--- src/rtl/assert_macros.svh ---
// Assertion macros shared by the alpha blend RTL.
// Depends on nothing; simulation builds get checks, synthesis builds get nothing.
`ifndef ASSERT_MACROS_SVH
`define ASSERT_MACROS_SVH

`ifndef SYNTHESIS
// property must hold at every clock edge outside reset
`define AOPB_ASSERT(label, clk, rst_n, prop, msg) \
	label: assert property (@(posedge clk) disable iff (!rst_n) prop) else $error(msg);
// condition must never be seen outside reset
`define AOPB_ASSERT_NEVER(label, clk, rst_n, cond, msg) \
	label: assert property (@(posedge clk) disable iff (!rst_n) !(cond)) else $error(msg);
`else
`define AOPB_ASSERT(label, clk, rst_n, prop, msg)
`define AOPB_ASSERT_NEVER(label, clk, rst_n, cond, msg)
`endif

`endif

--- src/rtl/aopb_pkg.sv ---
// Shared types, codes and byte-order helpers for the alpha blend block.
// No dependencies; used by the interfaces and every module.
package aopb_pkg;

	localparam int unsigned SRC_PIX_W = 32;
	localparam int unsigned DST_PIX_W = 24;
	localparam int unsigned ALPHA_W   = 8;
	localparam int unsigned CH_W      = 8;
	localparam int unsigned NUM_CH    = 3;
	localparam int unsigned CFG_IDX_W = 1;
	localparam int unsigned CFG_DAT_W = 4;

	localparam logic [ALPHA_W-1:0] ALPHA_OPAQUE = 8'd255;
	localparam logic [ALPHA_W-1:0] ALPHA_CLEAR  = 8'd0;

	// configuration register indexes
	typedef enum logic [CFG_IDX_W-1:0] {
		CFG_SOURCE_FORMAT = 1'b0,
		CFG_DEST_FORMAT   = 1'b1
	} cfg_idx_t;

	// source byte orders
	typedef enum logic [3:0] {
		SRC_RGB24  = 4'd0,
		SRC_BGR24  = 4'd1,
		SRC_XRGB32 = 4'd2,
		SRC_XBGR32 = 4'd3,
		SRC_RGBX32 = 4'd4,
		SRC_BGRX32 = 4'd5,
		SRC_ARGB32 = 4'd6,
		SRC_ABGR32 = 4'd7,
		SRC_RGBA32 = 4'd8,
		SRC_BGRA32 = 4'd9
	} src_fmt_t;

	// destination byte orders
	typedef enum logic {
		DST_RGB24 = 1'b0,
		DST_BGR24 = 1'b1
	} dst_fmt_t;

	// per-lane operands, lane p is destination byte p
	typedef struct packed {
		logic [NUM_CH-1:0][CH_W-1:0] src_ch;
		logic [NUM_CH-1:0][CH_W-1:0] dst_ch;
		logic                        keep_dest;
		logic                        copy_src;
	} lane_ctl_t;

	// formats 10..15 mean nothing and leave the destination alone
	function automatic logic src_fmt_known(src_fmt_t sf);
		return (4'(sf) <= 4'(SRC_BGRA32));
	endfunction

	// source byte position feeding destination byte p
	function automatic logic [1:0] src_byte_pos(src_fmt_t sf, dst_fmt_t df, logic [1:0] p);
		logic [1:0] chan;
		logic [1:0] pos;
		// channel index (0 red, 1 green, 2 blue) that lives at dest byte p
		chan = (df == DST_BGR24) ? 2'(2'd2 - p) : p;
		unique case (sf)
			SRC_RGB24, SRC_RGBX32, SRC_RGBA32: pos = chan;
			SRC_BGR24, SRC_BGRX32, SRC_BGRA32: pos = 2'(2'd2 - chan);
			SRC_XRGB32, SRC_ARGB32:            pos = 2'(chan + 2'd1);
			SRC_XBGR32, SRC_ABGR32:            pos = 2'(2'd3 - chan);
			default:                           pos = chan;
		endcase
		return pos;
	endfunction

endpackage

--- src/rtl/aopb_in_if.sv ---
// Input channel: source pixel, plane alpha and current destination pixel.
// Depends on aopb_pkg for field widths.
interface aopb_in_if;
	logic                            valid;
	logic                            ready;
	logic [aopb_pkg::SRC_PIX_W-1:0]  source_pixel;
	logic [aopb_pkg::ALPHA_W-1:0]    alpha;
	logic [aopb_pkg::DST_PIX_W-1:0]  dest_pixel;

	modport source (output valid, source_pixel, alpha, dest_pixel, input ready);
	modport sink   (input valid, source_pixel, alpha, dest_pixel, output ready);
endinterface

--- src/rtl/aopb_out_if.sv ---
// Output channel: blended destination pixel.
// Depends on aopb_pkg for field widths.
interface aopb_out_if;
	logic                            valid;
	logic                            ready;
	logic [aopb_pkg::DST_PIX_W-1:0]  blended_pixel;

	modport source (output valid, blended_pixel, input ready);
	modport sink   (input valid, blended_pixel, output ready);
endinterface

--- src/rtl/aopb_unpack.sv ---
// Byte-order decode: lines source and destination channels up per destination byte.
// Depends on aopb_pkg.
module aopb_unpack (
	input  aopb_pkg::src_fmt_t                 src_fmt,
	input  aopb_pkg::dst_fmt_t                 dst_fmt,
	input  logic [aopb_pkg::SRC_PIX_W-1:0]     source_pixel,
	input  logic [aopb_pkg::ALPHA_W-1:0]       alpha,
	input  logic [aopb_pkg::DST_PIX_W-1:0]     dest_pixel,
	output aopb_pkg::lane_ctl_t                lane_ctl
);

	logic [3:0][aopb_pkg::CH_W-1:0]               src_bytes;
	logic [aopb_pkg::NUM_CH-1:0][aopb_pkg::CH_W-1:0] dst_bytes;

	assign src_bytes = source_pixel;
	assign dst_bytes = dest_pixel;

	// per destination byte pick the matching source byte
	always_comb begin
		for (int p = 0; p < aopb_pkg::NUM_CH; p++) begin
			lane_ctl.src_ch[p] = src_bytes[aopb_pkg::src_byte_pos(src_fmt, dst_fmt, 2'(p))];
			lane_ctl.dst_ch[p] = dst_bytes[p];
		end
		lane_ctl.keep_dest = !aopb_pkg::src_fmt_known(src_fmt) || (alpha == aopb_pkg::ALPHA_CLEAR);
		lane_ctl.copy_src  = (alpha == aopb_pkg::ALPHA_OPAQUE);
	end

endmodule

--- src/rtl/aopb_lane.sv ---
// One color channel of the over blend: floor((s*a + d*(255-a))/255).
// Depends on aopb_pkg.
module aopb_lane (
	input  logic [aopb_pkg::CH_W-1:0]    src_ch,
	input  logic [aopb_pkg::CH_W-1:0]    dst_ch,
	input  logic [aopb_pkg::ALPHA_W-1:0] alpha,
	input  logic                         keep_dest,
	input  logic                         copy_src,
	output logic [aopb_pkg::CH_W-1:0]    result
);

	logic [15:0] prod_s;
	logic [15:0] prod_d;
	logic [15:0] num;
	logic [15:0] quot_sum;

	// weighted sum, at most 255*255 so it fits in 16 bits
	assign prod_s = 16'(src_ch) * 16'(alpha);
	assign prod_d = 16'(dst_ch) * 16'(aopb_pkg::ALPHA_OPAQUE - alpha);
	assign num    = prod_s + prod_d;

	// exact floor(num/255) for every num up to 255*255: (num + num/256 + 1) / 256
	assign quot_sum = num + {8'd0, num[15:8]} + 16'd1;

	always_comb begin
		priority if (keep_dest) begin
			result = dst_ch;
		end else if (copy_src) begin
			result = src_ch;
		end else begin
			result = quot_sum[15:8];
		end
	end

endmodule

--- src/rtl/alpha_over_pixel_blend.sv ---
// Alpha "over" blend of one source pixel onto a 24-bit destination pixel.
// Pipeline: input register, then result register; both hold while the output stalls.
// Throughput: one item per cycle while blend.ready holds; the three channel blenders limit the cycle time.
// Reset (arst_n low, asynchronous): pipeline empties, both format registers return to 0.
// Depends on aopb_pkg, aopb_in_if, aopb_out_if, aopb_unpack, aopb_lane, assert_macros.svh.
`include "assert_macros.svh"

module alpha_over_pixel_blend (
	input  logic                             clk,
	input  logic                             arst_n,
	input  logic                             cfg_we,
	input  logic [aopb_pkg::CFG_IDX_W-1:0]   cfg_index,
	input  logic [aopb_pkg::CFG_DAT_W-1:0]   cfg_wdata,
	aopb_in_if.sink                          feed,
	aopb_out_if.source                       blend
);

	aopb_pkg::src_fmt_t source_format_q;
	aopb_pkg::dst_fmt_t dest_format_q;

	logic                            valid_s1;
	logic [aopb_pkg::SRC_PIX_W-1:0]  source_s1;
	logic [aopb_pkg::ALPHA_W-1:0]    alpha_s1;
	logic [aopb_pkg::DST_PIX_W-1:0]  dest_s1;

	logic                            valid_s2;
	logic [aopb_pkg::DST_PIX_W-1:0]  blended_s2;

	logic                            load_s2;
	logic                            load_s1;
	aopb_pkg::lane_ctl_t             lane_ctl;
	logic [aopb_pkg::NUM_CH-1:0][aopb_pkg::CH_W-1:0] lane_res;

	// configuration registers
	always_ff @(posedge clk or negedge arst_n) begin
		if (!arst_n) begin
			source_format_q <= aopb_pkg::SRC_RGB24;
			dest_format_q   <= aopb_pkg::DST_RGB24;
		end else if (cfg_we) begin
			unique case (aopb_pkg::cfg_idx_t'(cfg_index))
				aopb_pkg::CFG_SOURCE_FORMAT: source_format_q <= aopb_pkg::src_fmt_t'(cfg_wdata);
				aopb_pkg::CFG_DEST_FORMAT:   dest_format_q   <= aopb_pkg::dst_fmt_t'(cfg_wdata[0]);
				default: ;
			endcase
		end
	end

	// handshake: each stage moves when the one after it is free or draining
	assign load_s2    = !valid_s2 || blend.ready;
	assign load_s1    = !valid_s1 || load_s2;
	assign feed.ready = load_s1;

	// input register
	always_ff @(posedge clk or negedge arst_n) begin
		if (!arst_n) begin
			valid_s1 <= 1'b0;
		end else if (load_s1) begin
			valid_s1 <= feed.valid;
		end
	end

	always_ff @(posedge clk) begin
		if (load_s1 && feed.valid) begin
			source_s1 <= feed.source_pixel;
			alpha_s1  <= feed.alpha;
			dest_s1   <= feed.dest_pixel;
		end
	end

	// byte-order decode
	aopb_unpack u_unpack (
		.src_fmt      (source_format_q),
		.dst_fmt      (dest_format_q),
		.source_pixel (source_s1),
		.alpha        (alpha_s1),
		.dest_pixel   (dest_s1),
		.lane_ctl     (lane_ctl)
	);

	// three channel blenders
	for (genvar p = 0; p < aopb_pkg::NUM_CH; p++) begin : g_lane
		aopb_lane u_lane (
			.src_ch    (lane_ctl.src_ch[p]),
			.dst_ch    (lane_ctl.dst_ch[p]),
			.alpha     (alpha_s1),
			.keep_dest (lane_ctl.keep_dest),
			.copy_src  (lane_ctl.copy_src),
			.result    (lane_res[p])
		);
	end

	// result register
	always_ff @(posedge clk or negedge arst_n) begin
		if (!arst_n) begin
			valid_s2 <= 1'b0;
		end else if (load_s2) begin
			valid_s2 <= valid_s1;
		end
	end

	always_ff @(posedge clk) begin
		if (load_s2 && valid_s1) begin
			blended_s2 <= lane_res;
		end
	end

	assign blend.valid         = valid_s2;
	assign blend.blended_pixel = blended_s2;

	// checks
	`AOPB_ASSERT(a_accept_fills_s1, clk, arst_n, (feed.valid && feed.ready) |=> valid_s1, "accepted item missing from input stage")
	`AOPB_ASSERT(a_s1_moves_to_s2, clk, arst_n, (valid_s1 && load_s2) |=> valid_s2, "item lost between stages")
	`AOPB_ASSERT_NEVER(a_no_overwrite, clk, arst_n, feed.ready && valid_s1 && !load_s2, "input stage overwritten while stalled")
	`AOPB_ASSERT(a_clear_keeps_dest, clk, arst_n, (valid_s1 && load_s2 && alpha_s1 == aopb_pkg::ALPHA_CLEAR) |=> (blend.blended_pixel == $past(dest_s1)), "zero alpha changed destination")

endmodule
--- src/flat_wrapper.sv ---
// flat-port wrapper written by rule: the top's interface ports become plain ports
module alpha_over_pixel_blend_flat 
  (clk, arst_n, cfg_we, cfg_index, cfg_wdata, feed_valid, feed_source_pixel, feed_alpha, feed_dest_pixel, feed_ready, blend_valid, blend_blended_pixel, blend_ready);
  aopb_in_if feed_i ();
  aopb_out_if blend_i ();
  input  logic clk;
  input  logic arst_n;
  input  logic cfg_we;
  input  logic [aopb_pkg::CFG_IDX_W-1:0] cfg_index;
  input  logic [aopb_pkg::CFG_DAT_W-1:0] cfg_wdata;
  input wire logic [$bits(feed_i.valid)-1:0] feed_valid;
  input wire logic [$bits(feed_i.source_pixel)-1:0] feed_source_pixel;
  input wire logic [$bits(feed_i.alpha)-1:0] feed_alpha;
  input wire logic [$bits(feed_i.dest_pixel)-1:0] feed_dest_pixel;
  output wire logic [$bits(feed_i.ready)-1:0] feed_ready;
  output wire logic [$bits(blend_i.valid)-1:0] blend_valid;
  output wire logic [$bits(blend_i.blended_pixel)-1:0] blend_blended_pixel;
  input wire logic [$bits(blend_i.ready)-1:0] blend_ready;
  assign feed_i.valid = feed_valid;
  assign feed_i.source_pixel = feed_source_pixel;
  assign feed_i.alpha = feed_alpha;
  assign feed_i.dest_pixel = feed_dest_pixel;
  assign feed_ready = feed_i.ready;
  assign blend_valid = blend_i.valid;
  assign blend_blended_pixel = blend_i.blended_pixel;
  assign blend_i.ready = blend_ready;
  alpha_over_pixel_blend u_core (.clk(clk), .arst_n(arst_n), .cfg_we(cfg_we), .cfg_index(cfg_index), .cfg_wdata(cfg_wdata), .feed(feed_i), .blend(blend_i));
endmodule
--- config.mk ---
export PLATFORM = sky130hd
export DESIGN_NAME = alpha_over_pixel_blend_flat
export DESIGN_NICKNAME = d
export VERILOG_FILES = /design/src/rtl/aopb_pkg.sv /design/src/rtl/aopb_in_if.sv /design/src/rtl/aopb_out_if.sv /design/src/rtl/aopb_unpack.sv /design/src/rtl/aopb_lane.sv /design/src/rtl/alpha_over_pixel_blend.sv /design/src/flat_wrapper.sv
export VERILOG_INCLUDE_DIRS = /design/src /design/src/rtl
export SDC_FILE = /design/constraint.sdc
export NUM_CORES = 1
export LEC_CHECK = 0
export ABC_AREA = 1
export CELL_PAD_IN_SITES_DETAIL_PLACEMENT = 0
export CELL_PAD_IN_SITES_GLOBAL_PLACEMENT = 1
export CORE_MARGIN = 8
export CORE_UTILIZATION = 51
export CTS_BUF_LIST = sky130_fd_sc_hd__clkbuf_4 sky130_fd_sc_hd__clkbuf_8
export DETAILED_ROUTE_END_ITERATION = 12
export DONT_BUFFER_PORTS = 1
export PLACE_DENSITY = 0.85
export SLEW_MARGIN = 20
export SYNTH_ARGS = -nofsm -noshare
export SYNTH_HDL_FRONTEND = slang
export SYNTH_SLANG_ARGS = --single-unit
--- constraint.sdc ---
create_clock -name clk -period 9.7 [get_ports clk]
set_input_delay 0.485 -clock clk [delete_from_list [all_inputs] [get_ports clk]]
set_output_delay 0.485 -clock clk [all_outputs]
set_load 0.02 [all_outputs]
==> out/qor.txt, run 1 <==
Dominant synthesized flop cell: edfxtp_1
Largest area contributor in the netlist: fa_1
Final antenna diode count: 0
Crit path largest cell delay: 0.97 ns
DRC: 0
WP data required: 9.87 ns
Minimum hold slack: 0.114 ns
Synth top area cells: fa_1 30%, ha_1 14%, edfxtp_1 14%
All-Layer GR Usage: 24.6%
Post-CTS setup buffers: 0
Grt ovf: 0
Sequential element share of the synthesized area: 14.9%
Num CTS Buffers: 9
DR vias/cell: 5.31
Clock slew at reported path FFs: 0.13 ns
Top cell type's share of synthesized area: 30.4%
Yosys cell types: 49
Post-Synthesis Cell Area: 18900 um2
PortBufs: 0
Post-Route Setup TNS: 0 ns
Core ar.: 36500 um2
Startpoint Class: flop
Die Y-Extent: 208 um
Max-slew violations: 0
Htree depth: 3
Antenna Nets Post-Route: 0
Slew HR: 30.2%
Number of synthesized register bits: 95
Routed wire per std cell: 18.5 um
Synth-to-Final Area Change: 3.84%
Setup Skew: 0.0290 ns
Via count: 14900
Die width: 208 um
Clk_lat worst skew: 0.45 ns
Hold WC Path Type: in2reg
Outcome: complete, no violations
Pre-antenna DRT Iters: 7
Mapped Avg Cell Area: 7.99 um2
Fin crit period: 8.78 ns
Ratio of final minimum period to clock period: 90.5%
Largest net degree at the start of global routing: 43
Max cap viols: 0
Die Area: 43500 um2
CTS Root Cell: clkbuf_8
Dpl ws: 1.03 ns
DRT iter0 DRCs: 830
Fmax: 114 MHz
CP max stage cell: o21ai_0
Synth warn: 0
Hold depth: 0
Fin worst setup slack: 0.918 ns
WP buf/inv: 6
R2r worst-path depth: 37
CTS tree: yes
Number of cell rows: 70
Worst Max-Slew Pin Slew: 1.05 ns
Crit path DAT: 8.95 ns
Async set-reset flop share out of synthesis: 7.37%
RePlAce Congestion: 0.910
Antenna violations before repair: 1
Post-Synthesis Cells: 2363
Layout cells sized above 1: 5.29%
RSZ-0062 raised after global routing: false
Fin nets: 2913
Num ports: 100
CTS Sinks: 95
CP dominant cell by count: nand2_1
First-pass GRT wire length: 84.2 mm
PostCTS Resize Cnt: 0
Final core utilization: 53.7%
Crit-path max FO: 42
Final hold vios: 0
Delay-heaviest family, CP: adder cells
Crit end category: flop
Initial core utilization: 51.7%
Critical path class: reg2reg
HPWL after DPL: 41.9 mm
Total stage count of the critical path: 37
Vias in the first global route: 15900
Post-synth EDFFs: 88
Detailed Route WL: 52.0 mm
CTS Hold Bufs: 1
Final number of setup-violating endpoints: 0
Max Buffers Root-to-Sink: 2
-- area by class of cell --
cell class                 count  area [um2]
sequential                    95        2820
timing repair buffer          25         190
inverter                     611        2290
clock inverter                 6        53.8
clock buffer                  10         131
tap                          468         586
fill                        3532       16900
multi-input combinational   1598       13500
-- worst register-to-register path: cells and delay by family (launching register included) --
family / cells / cell delay (ns)
fa+ha+maj: 8 / 3.62
simple gates: 18 / 2.14
compound gates: 5 / 1.68
buf+inv: 6 / 0.68
flops: 1 / 0.40
-- cell usage in the layout (no fill, tap or decap), drive strengths merged, types with 2 or more instances in the layout --
master and instances:
fa 287, nor3 8, nand4 22, a31oi 7, xor2 21, nand2 481, clkinv 4, ha 212
nand3 96, nor2 276, buf 24, clkbuf 10, inv 613, nor4 3, a21oi 58, mux2 7
o21a 2, o21ai 66, conb 3, xnor2 15, edfxtp 88, o21bai 12, nand3b 5, or2 9
dfrtp 7, a21o 3
-- synthesized netlist by cell type (all sizes together) (5+ instances only) --
cell type    n
o21bai      12
edfxtp      88
ha         212
nor2       276
xor2        21
dfrtp        7
a31oi        7
nor3         8
or2          9
clkbuf      41
nand3b       5
inv        609
xnor2       15
nand4       22
mux2         7
a21oi       58
nand2      481
fa         287
buf         20
nand3       96
o21ai       66
-- worst paths after layout --
check | from | endpoint | slack (ns)
setup / recovery | u_core.source_format_q[3] | u_core.blend.blended_pixel[10] | 0.92
hold / removal | feed_alpha[1] | u_core.alpha_s1[1] | 0.11
setup reg to reg | u_core.source_format_q[3] | u_core.blend.blended_pixel[10] | 0.92
hold reg to reg | u_core.valid_s1 | u_core.blend.valid | 0.53
max in group asynchronous | arst_n | u_core.valid_s1 | 9.08
min in group asynchronous | arst_n | u_core.source_format_q[2] | 0.37
-- registers in the layout, summed over array words and instances, names as in the netlist --
name                        cells
u_core.valid_s1                 1
u_core.dest_s1                 24
u_core.source_format_q          4
u_core.blend.blended_pixel     24
u_core.source_s1               32
u_core.alpha_s1                 8
u_core.dest_format_q            1
u_core.blend.valid              1
-- cells by family (layout without fill, tap and decap cells) --
kind of cell,count (synthesis),in the layout,share of synthesized area [%]
adders and majority gates,499,499,44.5
and+or+nand+nor,901,901,20.0
xor gates and xnor gates,36,36,2.03
buffers and inverters,672,652,13.5
muxes,8,8,0.470
DFF,95,95,14.9
other,1,3,0.0199
AOI/OAI and AO/OA,151,151,4.62
-- layer usage --
metal | routed length, um | global-route usage [%] | vias to the layer above
li1 | - | - | 7036
met1 | 21800 | 31.5 | 7282
met2 | 24800 | 41.9 | 519
met3 | 3690 | 3.88 | 104
met4 | 1660 | 8.91 | 2
met5 | 8 | 0 | -
-- metrics by stage --
step	instance area, um2	cells
6_report	19600	2813
4_1_cts	19600	2813
5_1_grt	19600	2813
3_3_place_gp	19400	2796
3_5_place_dp	19400	2796
2_1_floorplan	18900	2365
Power of run 1 is left out: the tool's default activity adds up to more than one toggle a clock period on the data nets, which glitch-free logic cannot reach.
==> run 2, diff against run 1 <==
--- a/config.mk
+++ b/config.mk
@@ -7,14 +7,15 @@
 export NUM_CORES = 1
 export LEC_CHECK = 0
 export ABC_AREA = 1
+export BUFFER_PORTS_ARGS = -buffer_cell sky130_fd_sc_hd__clkbuf_2
 export CELL_PAD_IN_SITES_DETAIL_PLACEMENT = 0
 export CELL_PAD_IN_SITES_GLOBAL_PLACEMENT = 1
 export CORE_MARGIN = 8
-export CORE_UTILIZATION = 51
+export CORE_UTILIZATION = 49
 export CTS_BUF_LIST = sky130_fd_sc_hd__clkbuf_4 sky130_fd_sc_hd__clkbuf_8
 export DETAILED_ROUTE_END_ITERATION = 12
-export DONT_BUFFER_PORTS = 1
 export PLACE_DENSITY = 0.85
+export RECOVER_POWER = 100
 export SLEW_MARGIN = 20
 export SYNTH_ARGS = -nofsm -noshare
 export SYNTH_HDL_FRONTEND = slang
==> out/qor.txt, run 2 (synthesis results as in run 1) <==
Clock slew at reported path FFs: 0.13 ns
CTS Root Cell: clkbuf_8
Worst Max-Slew Pin Slew: 3.84 ns
First-pass GRT wire length: 84.4 mm
WP buf/inv: 4
Die width: 212 um
Htree depth: 3
Final hold vios: 0
Num ports: 100
Routed wire per std cell: 17.6 um
Detailed Route WL: 52.1 mm
Max reg flops: 32
CP max stage cell: o21ai_0
Largest net degree at the start of global routing: 65
Max cap viols: 2
PortBufs: 99
Final antenna diode count: 0
R2r endpoint: u_core.blend.blended_pixel[14]
Antenna violations before repair: 0
Post-CTS setup buffers: 0
CTS Sinks: 95
Largest register by flop count: u_core.source_s1
Minimum hold slack: 0.188 ns
RSZ-0062 raised after global routing: false
Fin nets: 3016
CP dominant cell by count: nand2_1
WP data required: 9.90 ns
Most frequent cells in the layout: 600 x inv_1, 462 x nand2_1, 287 x fa_1
Delay-heaviest family, CP: adder cells
Crit path DAT: 8.99 ns
Final number of setup-violating endpoints: 0
Post-Route Setup TNS: 0 ns
Initial core utilization: 49.2%
DR vias/cell: 5.13
Die Area: 45100 um2
Max Buffers Root-to-Sink: 2
Commonest non-fill, non-tap cell in the layout: inv_1
Fmax: 114 MHz
CTS tree: yes
DRT iter0 DRCs: 900
Reg2Reg Launch Point: u_core.source_format_q[3]
Synth-to-Final Area Change: 6.74%
Die Y-Extent: 212 um
R2r worst-path depth: 32
Crit-path max FO: 42
GRT met1 Usage: 30.6%
Hold depth: 1
Hold WC Path Type: in2reg
Setup Skew: 0.0235 ns
Crit path largest cell delay: 1.11 ns
GRT met3 Usage: 5.01%
Hold endpoint: u_core.dest_s1[3]
Fin crit period: 8.80 ns
Clk_lat worst skew: 0.46 ns
Violated checks: max-capacitance violations, max-slew violations
HP Start: feed_dest_pixel[3]
Max-slew violations: 90
Layout cells sized above 1: 7.64%
RePlAce Congestion: 0.921
Core ar.: 38400 um2
Fillers: 3706
Ratio of final minimum period to clock period: 90.7%
DRC: 0
Grt met2 use: 40.8%
Number of cell rows: 72
PostCTS Resize Cnt: 0
R2R Setup Slk: 0.90 ns
GR peak layer: met2
Antenna Nets Post-Route: 0
Pre-antenna DRT Iters: 8
Startpoint Class: flop
All-Layer GR Usage: 24.3%
Grt ovf: 0
Slew HR: -156%
Critical path class: reg2reg
Via count: 15200
Crit end category: flop
Num CTS Buffers: 9
HPWL after DPL: 42.3 mm
Vias in the first global route: 16300
Outcome: complete, but fails checks
run 2: worst max-delay path by stage:
stage,startpoint,end,cells past startpoint
final,u_core.source_format_q[3],u_core.blend.blended_pixel[14],32
after global placement,u_core.source_format_q[1],u_core.blend.blended_pixel[7],39
after detailed placement,u_core.source_format_q[1],u_core.blend.blended_pixel[21],36
after CTS,u_core.source_format_q[1],u_core.blend.blended_pixel[21],36
after floorplan,u_core.source_format_q[3],u_core.blend.blended_pixel[12],40
after global routing,u_core.source_format_q[1],u_core.blend.blended_pixel[7],40
run 2: through the flow:
step / area, um2 / std cells / setup slack [ns] / utilization (%)
floorplan: 18900 / 2365 / 2.52 / -
global placement: 20000 / 2949 / 1.23 / 52.1
detailed placement: 20000 / 2949 / 1.15 / 52.1
CTS: 20200 / 2966 / 1.13 / 52.7
global route: 20200 / 2966 / 0.293 / 52.5
finish: 20200 / 2966 / 0.904 / 52.5
run 2: final cells by class:
class | count | area (um2) | share of cell area, %
clock inverter | 7 | 95.1 | 0.472
multi-input combinational | 1598 | 13500 | 67.0
timing repair buffer | 128 | 671 | 3.33
sequential | 95 | 2820 | 14.0
inverter | 611 | 2290 | 11.4
tap | 518 | 648 | 3.21
clock buffer | 9 | 124 | 0.614
run 2: timing repair:
item	4_1_cts	5_1_grt
endpoints found under the setup margin	0	0
endpoints found under the hold margin	7	0
hold buffers	1	0
run 2: per-layer routing:
layer	wire length [um]	vias up
li1	-	7240
met1	22000	7359
met2	24600	512
met3	3750	116
met4	1780	0
met5	0	-
run 2: worst register-to-register path: cells and delay by family, from the launching register on:
family,cells,cell delay (ns)
AOI/OAI and AO/OA,5,1.90
buffers and inverters,4,0.24
xor gates and xnor gates,1,0.40
DFF,1,0.41
and+or+nand+nor,14,1.77
adders and majority gates,8,3.79
Power of run 2 is left out for the same reason.
